### config.mk
export PLATFORM = sky130hd
export DESIGN_NAME = lbs_mul
export DESIGN_NICKNAME = d
export VERILOG_FILES = /design/src/lbs_mul.sv
export SDC_FILE = /design/constraint.sdc
export NUM_CORES = 2
export LEC_CHECK = 0
export ABC_AREA = 1
export BUFFER_PORTS_ARGS = -buffer_cell sky130_fd_sc_hd__buf_2
export CORE_UTILIZATION = 72
export DETAILED_ROUTE_END_ITERATION = 8
export GPL_TIMING_DRIVEN = 1
export PLACE_DENSITY = 0.91
export SLEW_MARGIN = 5
export SYNTH_ARGS = -nofsm -noshare
export SYNTH_HDL_FRONTEND = slang
export SYNTH_SLANG_ARGS = --single-unit
export TNS_END_PERCENT = 5
### constraint.sdc
create_clock -name aclk -period 26.3 [get_ports aclk]
set_input_delay 5.26 -clock aclk [delete_from_list [all_inputs] [get_ports aclk]]
set_output_delay 5.26 -clock aclk [all_outputs]
set_load 0.1 [all_outputs]
### src/lbs_mul.sv
// Shared signed multiplier with a registered product.
// No dependencies; used by the skinning sequencer for matrix and weight products.
module lbs_mul #(
    parameter int A_W = 32,
    parameter int B_W = 33
) (
    input  logic                     aclk,
    input  logic                     en,
    input  logic signed [A_W-1:0]    a,
    input  logic signed [B_W-1:0]    b,
    output logic signed [A_W+B_W-1:0] p
);

    logic signed [A_W+B_W-1:0] p_reg;

    always_ff @(posedge aclk) begin
        if (en) begin
            p_reg <= a * b;
        end
    end

    assign p = p_reg;

endmodule

==> impl_metrics.toml <==
[outcome]
status = "complete, no violations"

[worst_setup_path]
crit_slowest_cell = "fa_1"
critPathTopFamily = "adder cells"
path_depth = 25
max_stage_delay_ns = 0.99
cp-end-kind = "flop"
critPathRequiredTime_ns = 26.42
critPathKind = "primary input to flop"
crit_fanout = 32
critPathArrivalTime_ns = 13.32
startpoint_type = "primary input"
path_buf_inv = 8
cpMostUsedCell = "fa_1"

[global_route]
grt_max_degree = 66
overflow = 0
grt_use_met3 = 0.1022
met2_usage = 0.7115
grt_pass1_vias = 38450
grt_first_pass_wirelength_mm = 196.4
antenna_found_initial = 12
grt_usage = 0.4372
busiest_layer = "met2"
grt_use_met1 = 0.5048

[detailed_routing]
routed_wl_mm = 120.4
vias = 33980
vias_per_cell = 5.694
route.detailed.drc = 0
dr.first_iter.drc_count = 3509
ant_nets = 0
first_pass_iters = 6
wire_per_inst_um = 20.17

[timing]
fin_crit_ns = 13.20
worst_pin_slew_ns = 0.9892
finalSetupViolCount = 0
rsz0062_at_grt = "false"
max_freq_mhz = 75.74
setup_ws_ns = 13.10
finalSetupTns_ns = 0
hold_viol_final = 0
finalCritPeriodShare = 0.5020
maxSlewHeadroom = 0.3405
slew_viol_final = 0

[clock_tree]
cts_buffer_depth = 2
post_cts_buffers = 0
cts_made_buffers = 9
root_buffer = "clkbuf_16"
htree_num_levels = 3
post_cts_resized = 0
clock_sinks = 65
cts_tree = "built"
cts_hold_buf = 0
clk_pin_slew_worst_paths_ns = 0.11

[placed_design]
port_buffers = 131
hpwl_mm = 98.92
pre_cts_ws_ns = 12.91
gp_congestion = 1.002

[finish]
area.growth.synth_to_final_pct = 2.697
num-fill-cells = 3955
post-route-util = 0.7472
final_nets = 6553
drive_above_1_share = 0.03852
largest_register_ffs = 65

[floorplanning]
start_util = 0.7275
die_h_um = 243.2
std_cell_rows = 88
fp.dieArea_um2 = 59160
ios = 132
core-area_um2 = 57590
die_w_um = 243.2

[yosys]
ys_types = 35
synth_area_um2 = 41900
postSynthAreaPerCell_um2 = 7.957
yosys_warnings = 0
synthCells = 5265
syn-num-nets = 6630
synth_seq_cells = 65
synth_top_cell_area_share = 0.5314
ys_seq_area_frac = 0.04659
synth.area.top_cells = "fa_1, inv_1, nand2_1"
synth_top_area_cell = "fa_1"

[worst_hold_path]
hold_path.startpoint = "a[0]"
hold_depth = 3
hold_path_end = "p[0]$_DFFE_PP_"
hold_class = "primary input to flop"

[run]
cap_violations = 0
## Yosys cell counts (all sizes together)
| cell | count |
|---|---|
| nand3b | 3 |
| nor3 | 10 |
| or2 | 5 |
| ha | 186 |
| a21boi | 1 |
| edfxtp | 65 |
| xnor2 | 3 |
| nor4 | 6 |
| nand2 | 1531 |
| and2 | 1 |
| buf | 4 |
| a21oi | 62 |
| a21o | 2 |
| nand3 | 83 |
| and3 | 2 |
| fa | 1112 |
| a31oi | 1 |
| xor2 | 32 |
| nand4 | 21 |
| o21ai | 16 |
| inv | 1747 |
| nor2 | 136 |
| clkbuf | 222 |
| o21bai | 14 |
## cells in the final DEF, fill, tap and decap left out, drive strengths merged, types with 5 or more instances in the layout
master / synthesis / routed
nor3: 10 / 10
a21oi: 62 / 62
clkbuf: 222 / 9
nand3: 83 / 83
nand2: 1531 / 1531
or2: 5 / 5
o21bai: 14 / 14
diode: 0 / 11
ha: 186 / 186
fa: 1112 / 1112
nor4: 6 / 6
buf: 4 / 138
xor2: 32 / 32
o21ai: 16 / 16
edfxtp: 65 / 65
nor2: 136 / 136
inv: 1747 / 1747
nand4: 21 / 21
## routing by layer
metal,up-vias,share of wire
li1,14220,-
met1,16580,0.32
met2,2388,0.48
met3,789,0.11
met4,4,0.089
met5,-,0.00022
## how the worst max path moves through the flow
stage	end	startpoint	slack, ns
2_1_floorplan	p[62]$_DFFE_PP_	a[7]	14.09
3_3_place_gp	p[64]$_DFFE_PP_	a[5]	13.09
3_5_place_dp	p[56]$_DFFE_PP_	a[5]	12.91
4_1_cts	p[64]$_DFFE_PP_	a[5]	13.26
5_1_grt	p[61]$_DFFE_PP_	b[32]	12.70
6_report	p[51]$_DFFE_PP_	b[32]	13.10
## area by class of cell
| class | instances | area [µm²] | area share |
|---|---|---|---|
| Timing Repair Buffer | 138 | 708.2 | 0.01646 |
| Multi-Input combinational cell | 3227 | 32540 | 0.7562 |
| Clock inverter | 6 | 60.06 | 0.001396 |
| Clock buffer | 9 | 225.2 | 0.005235 |
| Sequential cell | 65 | 1952 | 0.04537 |
| Antenna cell | 11 | 27.53 | 0.0006398 |
| Inverter | 1747 | 6558 | 0.1524 |
| Tap cell | 765 | 957.2 | 0.02225 |
## kinds of logic (layout without fill, tap and decap cells)
family,after synthesis,count (layout),share of synthesized area
other,0,11,0
flip-flops,65,65,0.04659
XOR/XNOR,35,35,0.007317
buffers and inverters,1973,1900,0.1768
adder cells (fa/ha/maj),1298,1298,0.5869
AND/OR/NAND/NOR,1798,1798,0.1698
AO/OA/AOI/OAI,96,96,0.01260
## metrics by stage
stage | cells | hold WS, ns | cell area (µm²)
floorplan | 5265 | 5.373 | 41900
global placement | 5942 | 5.882 | 42710
detailed placement | 5942 | 5.881 | 42710
CTS | 5957 | 5.587 | 43000
global route | 5967 | 5.622 | 43020
finish | 5968 | 5.578 | 43030
Power is left out: the tool's default activity adds up to more than one toggle a clock period on the data nets, which glitch-free logic cannot reach.
